--- config.mk ---
export PLATFORM = sky130hd
export DESIGN_NAME = packbits_row_decoder
export DESIGN_NICKNAME = d
export VERILOG_FILES = /design/src/pbrd_pkg.sv /design/src/packbits_row_decoder.sv /design/src/pbrd_engine.sv
export VERILOG_INCLUDE_DIRS = /design/src /design/src/src
export SDC_FILE = /design/constraint.sdc
export NUM_CORES = 1
export LEC_CHECK = 0
export BUFFER_PORTS_ARGS = -buffer_cell sky130_fd_sc_hd__buf_2
export CORE_MARGIN = 2
export CORE_UTILIZATION = 50
export CTS_BUF_LIST = sky130_fd_sc_hd__clkbuf_2 sky130_fd_sc_hd__clkbuf_4 sky130_fd_sc_hd__clkbuf_8
export CTS_CLUSTER_DIAMETER = 120
export DETAILED_ROUTE_END_ITERATION = 12
export GPL_ROUTABILITY_DRIVEN = 0
export PLACE_DENSITY = 0.77
export SLEW_MARGIN = 10
export SYNTH_ARGS = -nofsm -noshare
export SYNTH_HDL_FRONTEND = slang
export SYNTH_SLANG_ARGS = --single-unit
export TNS_END_PERCENT = 100
--- constraint.sdc ---
create_clock -name clk -period 12.6 [get_ports clk]
set_clock_uncertainty 0.2 [all_clocks]
set_input_delay 2.52 -clock clk [delete_from_list [all_inputs] [get_ports clk]]
set_output_delay 2.52 -clock clk [all_outputs]
set_load 0.02 [all_outputs]
--- src/packbits_row_decoder_defines.svh ---
// Assertion macros shared by the row decoder modules.
// Expects clk and rst_n in the scope where a macro is used.
`ifndef PACKBITS_ROW_DECODER_DEFINES_SVH
`define PACKBITS_ROW_DECODER_DEFINES_SVH

// check a property at every clock edge outside reset
`define PBRD_ASSERT(lbl, prop, msg) \
  lbl: assert property (@(posedge clk) disable iff (!rst_n) prop) else $error(msg);

// check a property at every clock edge, reset included
`define PBRD_ASSERT_ALWAYS(lbl, prop, msg) \
  lbl: assert property (@(posedge clk) prop) else $error(msg);

`endif

--- src/pbrd_pkg.sv ---
// Shared constants and word types of the PackBits row decoder.
// No dependencies.
`default_nettype none

package pbrd_pkg;

  localparam int MAX_ROW_BYTES = 131072;
  localparam int CNT_W         = $clog2(MAX_ROW_BYTES + 1);
  localparam int CFG_W         = 18;
  localparam int EFF_W         = (CNT_W > CFG_W) ? CNT_W : CFG_W;
  localparam int KEEP_W        = (CNT_W > 9) ? CNT_W : 9;
  localparam int BUDGET_W      = 32;
  localparam int POS_W         = 17;

  localparam logic       OP_START   = 1'b0;
  localparam logic       OP_DATA    = 1'b1;
  localparam logic [7:0] NOP_HEADER = 8'd128;
  localparam logic [8:0] RUN_BASE   = 9'd257;

  localparam logic STATUS_OK      = 1'b0;
  localparam logic STATUS_INVALID = 1'b1;

  typedef struct packed {
    logic                opcode;
    logic [7:0]          data_byte;
    logic [BUDGET_W-1:0] row_budget;
  } in_word_t;

  typedef struct packed {
    logic [7:0]       out_value;
    logic [7:0]       out_repeat;
    logic [POS_W-1:0] out_position;
    logic             row_end;
    logic             status;
  } out_word_t;

endpackage

`default_nettype wire

--- src/packbits_row_decoder.sv ---
// PackBits row decoder: input register, one pass of decode logic, result register.
// Throughput 1 word per cycle unless a stalled result holds the pipe.
// The input register still takes a word while the result waits, but only if it is empty.
// Synchronous active-low reset empties both registers, makes the decoder idle, row length 1.
// Top level; depends on pbrd_pkg, pbrd_engine and packbits_row_decoder_defines.svh.
`default_nettype none
`include "packbits_row_decoder_defines.svh"

module packbits_row_decoder (
  input  wire logic                         clk,
  input  wire logic                         rst_n,
  input  wire logic                         cfg_we,
  input  wire logic [pbrd_pkg::CFG_W-1:0]   cfg_data,
  input  wire logic                         in_valid,
  output logic                              in_stall,
  input  wire pbrd_pkg::in_word_t           in_word,
  output logic                              out_valid,
  input  wire logic                         out_stall,
  output pbrd_pkg::out_word_t               out_word
);
  import pbrd_pkg::*;

  logic [CFG_W-1:0] row_length_r;
  logic             in_valid_r, in_valid_nxt;
  in_word_t         in_word_r;
  logic             out_valid_r;
  out_word_t        out_word_r;

  logic             advance;
  logic             accept;
  logic             step_en;
  logic             step_emit;
  out_word_t        step_res;
  logic [CNT_W-1:0] eff_len;

  assign eff_len  = (EFF_W'(row_length_r) > EFF_W'(MAX_ROW_BYTES)) ?
                    CNT_W'(MAX_ROW_BYTES) : CNT_W'(row_length_r);
  assign advance  = !(out_valid_r && out_stall);
  assign in_stall = in_valid_r && !advance;
  assign accept   = in_valid && !in_stall;
  assign step_en  = in_valid_r && advance;

  always_comb begin
    in_valid_nxt = in_valid_r;
    if (accept) begin
      in_valid_nxt = 1'b1;
    end else if (advance) begin
      in_valid_nxt = 1'b0;
    end
  end

  pbrd_engine u_engine (
    .clk   (clk),
    .rst_n (rst_n),
    .en    (step_en),
    .word  (in_word_r),
    .len   (eff_len),
    .emit  (step_emit),
    .res   (step_res)
  );

  always_ff @(posedge clk) begin
    if (!rst_n) begin
      row_length_r <= CFG_W'(1);
      in_valid_r   <= 1'b0;
      out_valid_r  <= 1'b0;
    end else begin
      if (cfg_we) begin
        row_length_r <= cfg_data;
      end
      in_valid_r <= in_valid_nxt;
      if (advance) begin
        out_valid_r <= step_en && step_emit;
      end
    end
  end

  always_ff @(posedge clk) begin
    if (accept) begin
      in_word_r <= in_word;
    end
    if (advance) begin
      out_word_r <= step_res;
    end
  end

  assign out_valid = out_valid_r;
  assign out_word  = out_word_r;

  `PBRD_ASSERT(a_held_word_kept, (in_valid_r && !advance) |=> in_valid_r, "held input word dropped")
  `PBRD_ASSERT(a_out_held, (out_valid_r && out_stall) |=> (out_valid_r && $stable(out_word_r)), "stalled result moved")
  `PBRD_ASSERT_ALWAYS(a_reset_empty, !rst_n |=> (!out_valid_r && !in_valid_r), "pipe not empty after reset")

endmodule

`default_nettype wire

--- src/pbrd_engine.sv ---
// Decoder state and single-pass next-state logic for one compressed word.
// Depends on pbrd_pkg and packbits_row_decoder_defines.svh.
`default_nettype none
`include "packbits_row_decoder_defines.svh"

module pbrd_engine (
  input  wire logic                        clk,
  input  wire logic                        rst_n,
  input  wire logic                        en,
  input  wire pbrd_pkg::in_word_t          word,
  input  wire logic [pbrd_pkg::CNT_W-1:0]  len,
  output logic                             emit,
  output pbrd_pkg::out_word_t              res
);
  import pbrd_pkg::*;

  typedef enum logic [2:0] {
    PH_IDLE,
    PH_HEADER,
    PH_LITERAL,
    PH_RUN,
    PH_SKIP
  } phase_t;

  phase_t              phase_r,  phase_nxt;
  logic [BUDGET_W-1:0] budget_r, budget_nxt;
  logic [CNT_W-1:0]    done_r,   done_nxt;
  logic [7:0]          lit_r,    lit_nxt;
  logic [7:0]          run_r,    run_nxt;

  logic [BUDGET_W-1:0] bl_dec;
  logic [7:0]          hdr_lit;
  logic [7:0]          hdr_run;
  logic [CNT_W-1:0]    room;
  logic [KEEP_W-1:0]   keep;
  logic                settle;
  logic                fail;

  always_comb begin
    bl_dec     = budget_r - BUDGET_W'(budget_r != '0);
    hdr_lit    = word.data_byte + 8'd1;
    hdr_run    = 8'(RUN_BASE - {1'b0, word.data_byte});
    room       = len - done_r;
    keep       = '0;
    if (done_r < len) begin
      keep = (KEEP_W'(room) < KEEP_W'(run_r)) ? KEEP_W'(room) : KEEP_W'(run_r);
    end

    phase_nxt  = phase_r;
    budget_nxt = budget_r;
    done_nxt   = done_r;
    lit_nxt    = lit_r;
    run_nxt    = run_r;
    emit       = 1'b0;
    settle     = 1'b0;
    fail       = 1'b0;
    res              = '0;
    res.out_position = POS_W'(done_r);

    if (en) begin
      if (word.opcode == OP_START) begin
        budget_nxt       = word.row_budget;
        done_nxt         = '0;
        lit_nxt          = '0;
        run_nxt          = '0;
        res.out_position = '0;
        if (len == '0) begin
          phase_nxt = PH_SKIP;
          if (word.row_budget == '0) begin
            emit        = 1'b1;
            res.row_end = 1'b1;
            res.status  = STATUS_OK;
            phase_nxt   = PH_IDLE;
          end
        end else if (word.row_budget == '0) begin
          emit        = 1'b1;
          res.row_end = 1'b1;
          res.status  = STATUS_INVALID;
          phase_nxt   = PH_IDLE;
        end else begin
          phase_nxt = PH_HEADER;
        end
      end else if (phase_r != PH_IDLE) begin
        budget_nxt = bl_dec;
        case (phase_r)
          PH_HEADER: begin
            if (word.data_byte == NOP_HEADER) begin
              fail = (bl_dec == '0);
            end else if (word.data_byte < NOP_HEADER) begin
              lit_nxt = hdr_lit;
              if (BUDGET_W'(hdr_lit) > bl_dec) begin
                fail = 1'b1;
              end else begin
                phase_nxt = PH_LITERAL;
              end
            end else begin
              run_nxt = hdr_run;
              if (bl_dec == '0) begin
                fail = 1'b1;
              end else begin
                phase_nxt = PH_RUN;
              end
            end
            if (fail) begin
              emit        = 1'b1;
              res.row_end = 1'b1;
              res.status  = STATUS_INVALID;
              phase_nxt   = PH_IDLE;
            end
          end
          PH_LITERAL: begin
            lit_nxt = lit_r - 8'(lit_r != '0);
            if (done_r < len) begin
              emit           = 1'b1;
              res.out_value  = word.data_byte;
              res.out_repeat = 8'd1;
              done_nxt       = done_r + CNT_W'(1);
            end
            settle = 1'b1;
          end
          PH_RUN: begin
            if (keep != '0) begin
              emit           = 1'b1;
              res.out_value  = word.data_byte;
              res.out_repeat = 8'(keep);
            end
            done_nxt = done_r + CNT_W'(keep);
            settle   = 1'b1;
          end
          PH_SKIP: begin
            settle = 1'b1;
          end
          default: begin
            phase_nxt = PH_IDLE;
          end
        endcase

        if (settle) begin
          if (done_nxt >= len) begin
            phase_nxt = PH_SKIP;
            if (bl_dec == '0) begin
              emit        = 1'b1;
              res.row_end = 1'b1;
              res.status  = STATUS_OK;
              phase_nxt   = PH_IDLE;
            end
          end else if (phase_r == PH_LITERAL && lit_nxt != '0) begin
            phase_nxt = PH_LITERAL;
          end else begin
            phase_nxt = PH_HEADER;
            if (bl_dec == '0) begin
              emit        = 1'b1;
              res.row_end = 1'b1;
              res.status  = STATUS_INVALID;
              phase_nxt   = PH_IDLE;
            end
          end
        end
      end
    end
  end

  always_ff @(posedge clk) begin
    if (!rst_n) begin
      phase_r  <= PH_IDLE;
      budget_r <= '0;
      done_r   <= '0;
      lit_r    <= '0;
      run_r    <= '0;
    end else begin
      phase_r  <= phase_nxt;
      budget_r <= budget_nxt;
      done_r   <= done_nxt;
      lit_r    <= lit_nxt;
      run_r    <= run_nxt;
    end
  end

  `PBRD_ASSERT(a_repeat_bound, emit |-> (res.out_repeat <= 8'd128), "repeat count above 128")
  `PBRD_ASSERT(a_end_to_idle, (en && emit && res.row_end) |=> (phase_r == PH_IDLE), "row ended but decoder not idle")
  `PBRD_ASSERT(a_idle_data_silent, (en && word.opcode == OP_DATA && phase_r == PH_IDLE) |-> !emit, "data word while idle produced a result")

endmodule

`default_nettype wire

# Word level (Yosys, flattened, before mapping)
# Cells that the tools add are included.
# totals
reg_bits	165
output_inout_bits	37
wordCells	148
# classes
n_addsub	7
magnitude_cmp	6
eq_ne	14
n_mux	84
n_reduce_logical	21
# ops
op	n
18-bit two-way mux	9
8-bit two-way mux	12
32-bit logical NOT	2
32-bit two-way mux	2
3-bit two-way mux	13
18-bit case mux with 2 select lines	1
8-bit by 32-bit greater-than comparator with 1-bit output	1
16-bit two-way mux	2
16-bit case mux with 2 select lines	1
32-bit nonzero test	1
32-bit by 1-bit subtractor with 32-bit output	1
1-bit two-way mux	27
2-bit two-way mux	12
19-bit two-way mux	1
18-bit by 1-bit adder with 18-bit output (second input constant)	1
18-bit adder	1
18-bit greater-or-equal comparator	1
18-bit greater-than comparator (second input constant)	1
18-bit logical NOT	1
18-bit less-than comparator	1
18-bit by 8-bit less-than comparator with 1-bit output	1
18-bit nonzero test	1
18-bit subtractor	1
17-bit two-way mux	1
other kinds (25)	37

# Longest topological paths before layout
# Gate-level depths: netlist of the first run.
# depth
ltp_word	20
mapped_depth	43
ltp_nobuf	42

# Modules after synthesis
# Synthesis of the first run repeated with hierarchy kept, for this count alone.
# unflattened
cells_unflattened	1324
hier_area_um2	11149.4
# by_module_without_submodules
module	n_inst	cells_each	area_per_inst_um2	seq_area_each_um2
pbrd_engine	1	1162	7981.4	1381.3
packbits_row_decoder	1	162	3168.0	2682.6

# Worst setup path before layout of the first run
# No wires, ideal clock.
# synth_timing
kind	register to register
start	register row_length_r[12]
end	register out_valid_r, in the netlist out_valid
setup_time_ns	0.170
arrival_time_ns	8.516
setup_slack_ns	3.714
path_stages_with_launch	40
path_buffers	1
path_cell_list	dfxtp_1 -> nor4_1 -> nand4_1 -> or4_1 -> nand2_1 -> nand2_1 -> inv_1 -> ha_1 -> a21oi_1 -> o21ai_0 -> xor2_1 -> ha_1 -> a2111oi_4 -> nand4_1 -> or3_4 -> or4_4 -> nor2_4 -> buf_6 -> (+4 left out) -> fa_1 -> and3_1 -> a211oi_1 -> o2111ai_2 -> a31oi_2 -> o221ai_4 -> a2111oi_4 -> nor3_2 -> ha_1 -> a21o_1 -> a2111oi_0 -> a21boi_0 -> a211o_1 -> a211oi_1 -> o221ai_1 -> o21a_1 -> o21ai_0 -> a21oi_1
# synth_via
elab_chain_cells	18
elab_cells_between_ends	26
# synth_rtl
item	line_no	source
start: declaration	packbits_row_decoder.sv:23	logic [CFG_W-1:0] row_length_r;
start signal: assignment	packbits_row_decoder.sv:69	row_length_r <= cfg_data;
18-bit greater-than comparator	packbits_row_decoder.sv:36	assign eff_len = (EFF_W'(row_length_r) > EFF_W'(MAX_ROW_BYTES)) ?
18-bit two-way mux (*)	packbits_row_decoder.sv:36	
18-bit subtractor	pbrd_engine.sv:43	room = len - done_r;
18-bit by 8-bit less-than comparator with 1-bit output	pbrd_engine.sv:46	keep = (KEEP_W'(room) < KEEP_W'(run_r)) ? KEEP_W'(room) : KEEP_W'(run_r);
18-bit two-way mux	pbrd_engine.sv:46	
18-bit two-way mux	pbrd_engine.sv:45	if (done_r < len) begin
18-bit adder	pbrd_engine.sv:127	done_nxt = done_r + CNT_W'(keep);
18-bit case mux with 2 select lines	pbrd_engine.sv:85	case (phase_r)
(+2 left out)	-	
18-bit two-way mux	pbrd_engine.sv:60	if (en) begin
18-bit greater-or-equal comparator	pbrd_engine.sv:139	if (done_nxt >= len) begin
1-bit two-way mux	pbrd_engine.sv:139	
1-bit two-way mux (*)	pbrd_engine.sv:138	if (settle) begin
1-bit two-way mux (*)	pbrd_engine.sv:83	end else if (phase_r != PH_IDLE) begin
1-bit two-way mux (*)	pbrd_engine.sv:61	if (word.opcode == OP_START) begin
1-bit two-way mux (*)	pbrd_engine.sv:60	
1-bit logical AND (*)	packbits_row_decoder.sv:73	out_valid_r <= step_en && step_emit;
end signal: assignment	packbits_row_decoder.sv:73	
end: declaration	packbits_row_decoder.sv:26	logic out_valid_r;
# Every way passes the cells marked *; elsewhere a longest branch is shown, timed or not. The select of a mux whose other input is x is not followed.
# A chain may end at the register's enable or synchronous reset.

# Final worst setup path of the first run
# layout_timing
start	register row_length_r[3]
end	register out_valid_r, in the netlist out_valid
# The elaborated chain is that of the path after synthesis.

==> flow_summary.rst, run 1 <==
.. list-table::
   :header-rows: 1

   * - Metric
     - Value
   * - Status
     - finished, final reports clean
   * - Vias in the first global route
     - 10285
   * - Number of design rule violations left after detail routing
     - 0
   * - Fmax
     - 0.101 GHz
   * - Number of detailed-routing iterations run before antenna repair
     - 7
   * - Worst slew slack as a fraction of its limit
     - 0.283
   * - Synthesis-stage register bit count
     - 165
   * - Worst EP arrival
     - 10.03 ns
   * - Mean cell area of the mapped netlist
     - 8.27 um^2
   * - Initial cell density of the core
     - 0.507
   * - Global-route wire length before repair
     - 52000 um
   * - Worst flop-to-flop path startpoint
     - row_length_r[3]
   * - Fraction of the core area covered by cells at the end of the flow
     - 0.559
   * - Post-detailed-route count of antenna-violating nets
     - 0
   * - Register area share after synthesis
     - 0.356
   * - Share of synthesized area spent on multiplexers
     - 0.0251
   * - Setup repair after global routing missed its margin
     - no
   * - Total Die Area
     - 24000 um^2
   * - Asr flop ratio synth
     - 0
   * - Critical Path Slowest Stage Cell
     - sky130_fd_sc_hd__or4_4
   * - Critical path's most frequent cell
     - sky130_fd_sc_hd__ha_1
   * - Critical Path End Type
     - flip-flop
   * - Worst IR drop on VDD
     - 0.0746 mV
   * - Count of clock tree sinks
     - 165
   * - Crit path launch
     - row_length_r[3]
   * - Area growth from synthesis to layout
     - 10.3%
   * - Netlist Area Pre-Place
     - 11400 um^2
   * - GR Overflow Total
     - 0
   * - CTS Buf Count
     - 17
   * - Setup Crit Path Kind
     - flip-flop to flip-flop
   * - CTS-repair resized insts
     - 0
   * - Synthesized-area fraction occupied by and/or/nand/nor cells
     - 0.248
   * - Placement-stage cell area
     - 12100 um^2
   * - Slowest Stage Delay on Critical Path
     - 0.58 ns
   * - Placeable core region
     - 22500 um^2
   * - Number of endpoints with negative hold slack in the final report
     - 0
   * - Combinational family with the most area after synthesis
     - simple AND/OR/NAND/NOR gates
   * - Routed vias/inst
     - 6.27
   * - Final setup violating endpoints
     - 0
   * - Synthesized instance count
     - 1379
   * - Worst-case register-to-register setup slack
     - 2.69 ns
   * - Max-slew violations
     - 0
   * - Area share of fa/ha/maj cells after synthesis
     - 0.0835
   * - Share of the synthesized area in compound gates (AO/OA/AOI/OAI)
     - 0.206
   * - Number of rows in the core area
     - 55
   * - Pin count of the biggest net entering global routing
     - 58
   * - Antenna diode instance count
     - 0
   * - Largest fanout on the critical path
     - 13
   * - Fraction of layout instances using a drive strength above 1
     - 0.123
   * - Clk Latency, worst-skew pair
     - 0.47 ns
   * - Total Neg Setup Slack
     - 0 ns
   * - Startpoint type of the worst setup path
     - flip-flop
   * - Global-route total usage across every layer
     - 0.270
   * - Warning count from the yosys run
     - 0
   * - Antenna violations before repair
     - 1
   * - Die span in x
     - 155 um
   * - Post-layout nets
     - 1588
   * - Number of levels the H-tree was split into
     - 4
   * - DR vias
     - 10959
   * - Min Clock Period, post-route
     - 9.91 ns
   * - Sum of buffers and inverters on the critical path
     - 1
   * - Path category of the worst min-delay check
     - flip-flop to flip-flop
   * - Crit path required time
     - 12.72 ns
   * - Post-route fraction of the period consumed by the critical path
     - 0.786
   * - Post-CTS setup buffer count
     - 0
   * - Clock slew at reported path FFs
     - 0.10 ns
   * - Commonest non-fill, non-tap cell in the layout
     - sky130_fd_sc_hd__nor2_1
   * - Leakage power total
     - 5.20 nW
   * - Estimated wirelength of the detail-placed design
     - 24000 um
   * - Chip Height
     - 155 um
   * - Max Cap Viol
     - 0
   * - First DRT Iteration DRCs
     - 1070
   * - Gate family responsible for the most delay along the worst path
     - compound AO/OA/AOI/OAI gates
   * - Wirelength per Cell
     - 18.7 um
   * - Root cell of the clock tree
     - sky130_fd_sc_hd__clkbuf_8
   * - Maximum buffer depth of the clock tree
     - 2
   * - Final non-filler cell area
     - 12600 um^2
   * - Hold path start
     - u_engine.budget_r[1]
   * - Count of flip-flops with a built-in enable after synthesis
     - 76
   * - Number of distinct library cells after synthesis
     - 94
   * - Boundary pin count
     - 101
   * - Transition time at the pin with the least slew margin
     - 1.07 ns
   * - Commonest cells after routing, fill and taps aside
     - sky130_fd_sc_hd__nor2_1, sky130_fd_sc_hd__nand2_1, sky130_fd_sc_hd__a21oi_1
   * - Hold-fix buffer count after cts
     - 0
   * - Total wire length
     - 32700 um
   * - Pwr per Cell Area
     - 114 nW/um^2
   * - Flip-flop cell with the highest count after synthesis
     - sky130_fd_sc_hd__dfxtp_1
   * - CTS tree
     - built
   * - Input/output buffers
     - 100
   * - Parity-gate share of the synthesized area counting xor and xnor cells
     - 0.0353
==> worst register-to-register path, delay by kind of cell (launching register included) <==
kind,cells,cell delay (ns)
compound gates,18,4.07
xor+xnor,1,0.18
fa+ha+maj,5,1.48
buf+inv,1,0.07
flops,1,0.34
mux,1,0.27
simple gates,13,3.13
==> metrics by stage <==
step	hold WS, ns	setup WS [ns]	power [mW]	cells
floorplan	0.254	3.71	0.889	1387
global route	0.323	1.98	1.50	1748
detailed placement	0.287	2.88	0.984	1716
global placement	0.272	3.11	0.977	1716
finish	0.304	2.69	1.43	1748
CTS	0.300	2.83	1.42	1748
==> state kept, by name, indices dropped and copies added (netlist names) <==
| name | cells |
|---|---|
| u_engine.done_r | 18 |
| in_word_r | 41 |
| u_engine.run_r | 8 |
| row_length_r | 18 |
| out_word | 35 |
| u_engine.lit_r | 8 |
| u_engine.phase_r | 3 |
| out_valid | 1 |
| in_valid_r | 1 |
| u_engine.budget_r | 32 |
==> cell families after synthesis <==
family | after synthesis
xor+xnor | 46
simple gates | 580
fa+ha+maj | 75
other cells | 1
compound gates | 350
mux | 28
flops | 165
buf+inv | 134
==> metal layers <==
layer | GRT usage | routed length, um | up-vias
met3 | 0.0501 | 2740 | 116
met2 | 0.441 | 15200 | 547
li1 | - | - | 5186
met4 | 0.139 | 1560 | 2
met1 | 0.343 | 13200 | 5108
met5 | 0 | 16 | -
==> cell type report <==
type | count | area (um^2)
clock buffer | 17 | 234
clock inverter | 15 | 215
fill | 1979 | 9920
inverter | 66 | 248
multi-input combinational | 1088 | 6870
sequential | 165 | 4060
tap | 285 | 357
timing repair buffer | 112 | 591
==> power by group <==
part	switching, mW	internal, mW
Combinational	0.236	0.141
Sequential	0.0250	0.582
Clock	0.224	0.222
==> path summary, 6_finish.rpt <==
| kind | end | cells past startpoint |
|---|---|---|
| max reg2reg | out_valid | 39 |
| min | u_engine.budget_r[1] | 2 |
| max | out_valid | 39 |
| min reg2reg | u_engine.budget_r[1] | 2 |
==> cells in the mapped netlist (4+ instances only) <==
cell type,instances,area share
sky130_fd_sc_hd__a211o_1,4,0.0031
sky130_fd_sc_hd__a211oi_1,19,0.013
sky130_fd_sc_hd__a21boi_0,4,0.0026
sky130_fd_sc_hd__a21o_1,17,0.011
sky130_fd_sc_hd__a21oi_1,118,0.052
sky130_fd_sc_hd__a22oi_1,14,0.0092
sky130_fd_sc_hd__a31oi_1,18,0.0099
sky130_fd_sc_hd__and2_1,24,0.013
sky130_fd_sc_hd__and3_1,17,0.0093
sky130_fd_sc_hd__and4_1,5,0.0038
sky130_fd_sc_hd__buf_2,4,0.0018
sky130_fd_sc_hd__clkbuf_1,58,0.019
sky130_fd_sc_hd__dfxtp_1,89,0.16
sky130_fd_sc_hd__edfxtp_1,76,0.20
sky130_fd_sc_hd__ha_1,72,0.079
sky130_fd_sc_hd__inv_1,63,0.021
sky130_fd_sc_hd__mux2i_1,26,0.023
sky130_fd_sc_hd__nand2_1,129,0.042
sky130_fd_sc_hd__nand2b_1,14,0.0077
sky130_fd_sc_hd__nand3_1,46,0.020
sky130_fd_sc_hd__nand3b_1,4,0.0026
sky130_fd_sc_hd__nand4_1,23,0.013
sky130_fd_sc_hd__nor2_1,188,0.062
sky130_fd_sc_hd__nor2b_1,11,0.0060
sky130_fd_sc_hd__nor3_1,49,0.022
sky130_fd_sc_hd__nor3b_1,5,0.0033
sky130_fd_sc_hd__nor4_1,31,0.017
sky130_fd_sc_hd__o211ai_1,11,0.0072
sky130_fd_sc_hd__o21a_1,12,0.0079
sky130_fd_sc_hd__o21ai_0,55,0.024
sky130_fd_sc_hd__o21bai_1,4,0.0026
sky130_fd_sc_hd__o221ai_1,4,0.0031
sky130_fd_sc_hd__o22ai_1,11,0.0060
sky130_fd_sc_hd__o31ai_1,7,0.0046
sky130_fd_sc_hd__or3_1,10,0.0055
sky130_fd_sc_hd__or4_1,6,0.0039
sky130_fd_sc_hd__xnor2_1,31,0.024
sky130_fd_sc_hd__xor2_1,15,0.012
No activity file was read; power rests on OpenSTA's default activity.
==> run 2, diff against run 1 <==
--- a/config.mk
+++ b/config.mk
@@ -6,6 +6,7 @@
 export SDC_FILE = /design/constraint.sdc
 export NUM_CORES = 1
 export LEC_CHECK = 0
+export ABC_AREA = 1
 export BUFFER_PORTS_ARGS = -buffer_cell sky130_fd_sc_hd__buf_2
 export CORE_MARGIN = 2
 export CORE_UTILIZATION = 50
==> constraint.sdc (replaced) <==
create_clock -name clk -period 9.9 [get_ports clk]
set_clock_uncertainty 0.2 [all_clocks]
set_input_delay 1.98 -clock clk [delete_from_list [all_inputs] [get_ports clk]]
set_output_delay 1.98 -clock clk [all_outputs]
set_load 0.02 [all_outputs]
==> flow_summary.rst, run 2 <==
.. list-table::
   :header-rows: 1

   * - Metric
     - Value
   * - Most common cell in the synthesized netlist
     - sky130_fd_sc_hd__nand2_1
   * - Maximum buffer depth of the clock tree
     - 2
   * - Fraction of layout instances using a drive strength above 1
     - 0.121
   * - Estimated wirelength of the detail-placed design
     - 25300 um
   * - Total Neg Setup Slack
     - 0 ns
   * - Chip Height
     - 156 um
   * - Routed vias/inst
     - 5.73
   * - Count of clock tree sinks
     - 165
   * - GR Overflow Total
     - 0
   * - Wirelength per Cell
     - 16.3 um
   * - Asr flop ratio synth
     - 0
   * - Share of synthesized area spent on multiplexers
     - 0.000862
   * - CTS Buf Count
     - 17
   * - Number of detailed-routing iterations run before antenna repair
     - 7
   * - Antenna diode instance count
     - 0
   * - Input/output buffers
     - 100
   * - Fmax
     - 0.125 GHz
   * - Final Non-Filler Cells
     - 2023
   * - Commonest cells after routing, fill and taps aside
     - sky130_fd_sc_hd__nand2_1, sky130_fd_sc_hd__inv_1, sky130_fd_sc_hd__nor2_1
   * - Number of distinct library cells after synthesis
     - 62
   * - Transition time at the pin with the least slew margin
     - 1.01 ns
   * - Root cell of the clock tree
     - sky130_fd_sc_hd__clkbuf_8
   * - CTS-repair resized insts
     - 0
   * - DR vias
     - 11585
   * - Library cell with the largest summed area after synthesis
     - sky130_fd_sc_hd__edfxtp_1
   * - Netlist Area Pre-Place
     - 11600 um^2
   * - Synthesized instance count
     - 1630
   * - Commonest non-fill, non-tap cell in the layout
     - sky130_fd_sc_hd__nand2_1
   * - Worst EP arrival
     - 7.99 ns
   * - Part of the power in the clock network
     - 0.299
   * - Total Die Area
     - 24500 um^2
   * - Post-route fraction of the period consumed by the critical path
     - 0.805
   * - Setup repair after global routing missed its margin
     - no
   * - Filler Cell Count
     - 2167
   * - Gate family responsible for the most delay along the worst path
     - simple AND/OR/NAND/NOR gates
   * - Sum of buffers and inverters on the critical path
     - 7
   * - Fraction of the core area covered by cells at the end of the flow
     - 0.564
   * - Worst flop-to-flop path startpoint
     - row_length_r[6]
   * - Worst IR drop on VDD
     - 0.0788 mV
   * - Hold-fix buffer count after cts
     - 0
   * - Post-placement setup slack
     - 2.14 ns
   * - Placeable core region
     - 22700 um^2
   * - Share of the synthesized area in compound gates (AO/OA/AOI/OAI)
     - 0.139
   * - Final setup violating endpoints
     - 0
   * - Max-slew violations
     - 0
   * - Register area share after synthesis
     - 0.350
   * - Vias in the first global route
     - 10806
   * - Number of levels the H-tree was split into
     - 4
   * - Leakage power total
     - 6.11 nW
   * - Combinational share of power
     - 0.261
   * - Hold path start
     - u_engine.run_r[6]
   * - Synthesis-stage register bit count
     - 165
   * - Number of design rule violations left after detail routing
     - 0
   * - Worst slew slack as a fraction of its limit
     - 0.329
   * - Count of flip-flops with a built-in enable after synthesis
     - 76
   * - Path category of the worst min-delay check
     - flip-flop to flip-flop
   * - Global-route wire length before repair
     - 53100 um
   * - Critical path's most frequent cell
     - sky130_fd_sc_hd__nand2_1
   * - Combinational family with the most area after synthesis
     - simple AND/OR/NAND/NOR gates
   * - Global-route total usage across every layer
     - 0.272
   * - Top post-synthesis cells by area
     - sky130_fd_sc_hd__edfxtp_1, sky130_fd_sc_hd__dfxtp_1, sky130_fd_sc_hd__nand2_1
   * - Setup Crit Path Kind
     - flip-flop to flip-flop
   * - Post-detailed-route count of antenna-violating nets
     - 0
   * - Parity-gate share of the synthesized area counting xor and xnor cells
     - 0.0354
   * - Number of endpoints with negative hold slack in the final report
     - 0
   * - Initial cell density of the core
     - 0.511
   * - Number of flip-flops under the largest register name
     - 41
   * - Warning count from the yosys run
     - 0
   * - Boundary pin count
     - 101
   * - Clock slew at reported path FFs
     - 0.09 ns
   * - Switching Fraction
     - 0.351
   * - Total wire length
     - 32900 um
   * - Share of the synthesized area in the top cell type
     - 0.197
   * - Min Clock Period, post-route
     - 7.97 ns
   * - Critical Path End Type
     - flip-flop
   * - Worst setup slack after layout
     - 1.93 ns
   * - Fraction of power consumed by sequential logic
     - 0.440
   * - Antenna violations before repair
     - 0
   * - Mean cell area of the mapped netlist
     - 7.12 um^2
   * - Crit path required time
     - 9.92 ns
   * - DP Cell Count
     - 1991
   * - Worst hold slack across all endpoints
     - 0.268 ns
   * - Pwr per Cell Area
     - 136 nW/um^2
   * - Largest fanout on the critical path
     - 12
   * - Post-layout nets
     - 1863
   * - Area share of fa/ha/maj cells after synthesis
     - 0.0810
   * - Synthesized-area fraction occupied by and/or/nand/nor cells
     - 0.309
   * - Post-CTS setup buffer count
     - 0
   * - Die span in x
     - 156 um
   * - Status
     - finished, final reports clean
   * - Flip-flop cell with the highest count after synthesis
     - sky130_fd_sc_hd__dfxtp_1
   * - Critical Path Slowest Stage Cell
     - sky130_fd_sc_hd__fa_1
   * - First DRT Iteration DRCs
     - 1178
   * - Slowest Stage Delay on Critical Path
     - 0.41 ns
   * - Crit path launch
     - row_length_r[6]
   * - Pin count of the biggest net entering global routing
     - 52
   * - Number of rows in the core area
     - 55
   * - Register with the most flip-flops
     - in_word_r
   * - Clk Latency, worst-skew pair
     - 0.47 ns
   * - Most numerous cell types in the synthesized netlist
     - sky130_fd_sc_hd__nand2_1, sky130_fd_sc_hd__inv_1, sky130_fd_sc_hd__nor2_1
   * - Internal Power
     - 1.13 mW
   * - Area growth from synthesis to layout
     - 10.4%
   * - Sw Pwr
     - 0.612 mW
   * - CTS tree
     - built
   * - Max Cap Viol
     - 0
   * - Startpoint type of the worst setup path
     - flip-flop
==> run 2: layout make-up <==
type                    count  area [um^2]  area share
multi-input cells        1216         6610       0.515
clock inverters            13          165      0.0129
inverters                 216          811      0.0633
flip-flops and latches    165         4060       0.317
repair buffers            109          568      0.0443
clock buffers              19          249      0.0194
well taps                 285          357      0.0278
==> run 2: power groups by stage <==
stage / clock, mW / combinational, mW / sequential [mW]
final: 0.521 / 0.454 / 0.768
after global routing: 0.554 / 0.508 / 0.771
after CTS: 0.527 / 0.443 / 0.767
after detailed placement: 0 / 0.440 / 0.783
after global placement: 0 / 0.430 / 0.782
after floorplan: 0 / 0.331 / 0.777
==> run 2: metrics by stage <==
step	cell area (um^2)	total power [mW]
floorplan	11600	1.11
global placement	12400	1.21
detailed placement	12400	1.22
CTS	12800	1.74
global route	12800	1.83
finish	12800	1.74
==> run 2: worst reg2reg max path: cells and delay by family, from the launching register on <==
family          cells  cell delay (ns)
simple gates       30             3.81
compound gates      7             1.25
fa+ha+maj           4             1.20
buf+inv             7             0.73
flops               1             0.33
xor+xnor            1             0.20
==> run 2: final timing paths <==
path | slack [ns] | end | cells past startpoint
hold / removal | 0.27 | u_engine.run_r[6] | 2
setup reg to reg | 1.93 | out_word[1] | 49
hold reg to reg | 0.27 | u_engine.run_r[6] | 2
setup / recovery | 1.93 | out_word[1] | 49
==> run 2: metal layers <==
layer | vias to the layer above | GRT usage | wire (um)
li1 | 5637 | - | -
met1 | 5249 | 0.356 | 14200
met5 | - | 0 | 0
met3 | 119 | 0.0485 | 2660
met2 | 580 | 0.440 | 14700
met4 | 0 | 0.122 | 1360
==> run 2: cells by family (layout without fill, tap and decap cells) <==
group / count (synthesis) / count (layout)
adders and majority gates: 74 / 74
muxes: 1 / 1
other: 1 / 9
and+or+nand+nor: 801 / 801
AOI/OAI and AO/OA: 284 / 284
DFF: 165 / 165
buffers and inverters: 257 / 357
xor gates and xnor gates: 47 / 47
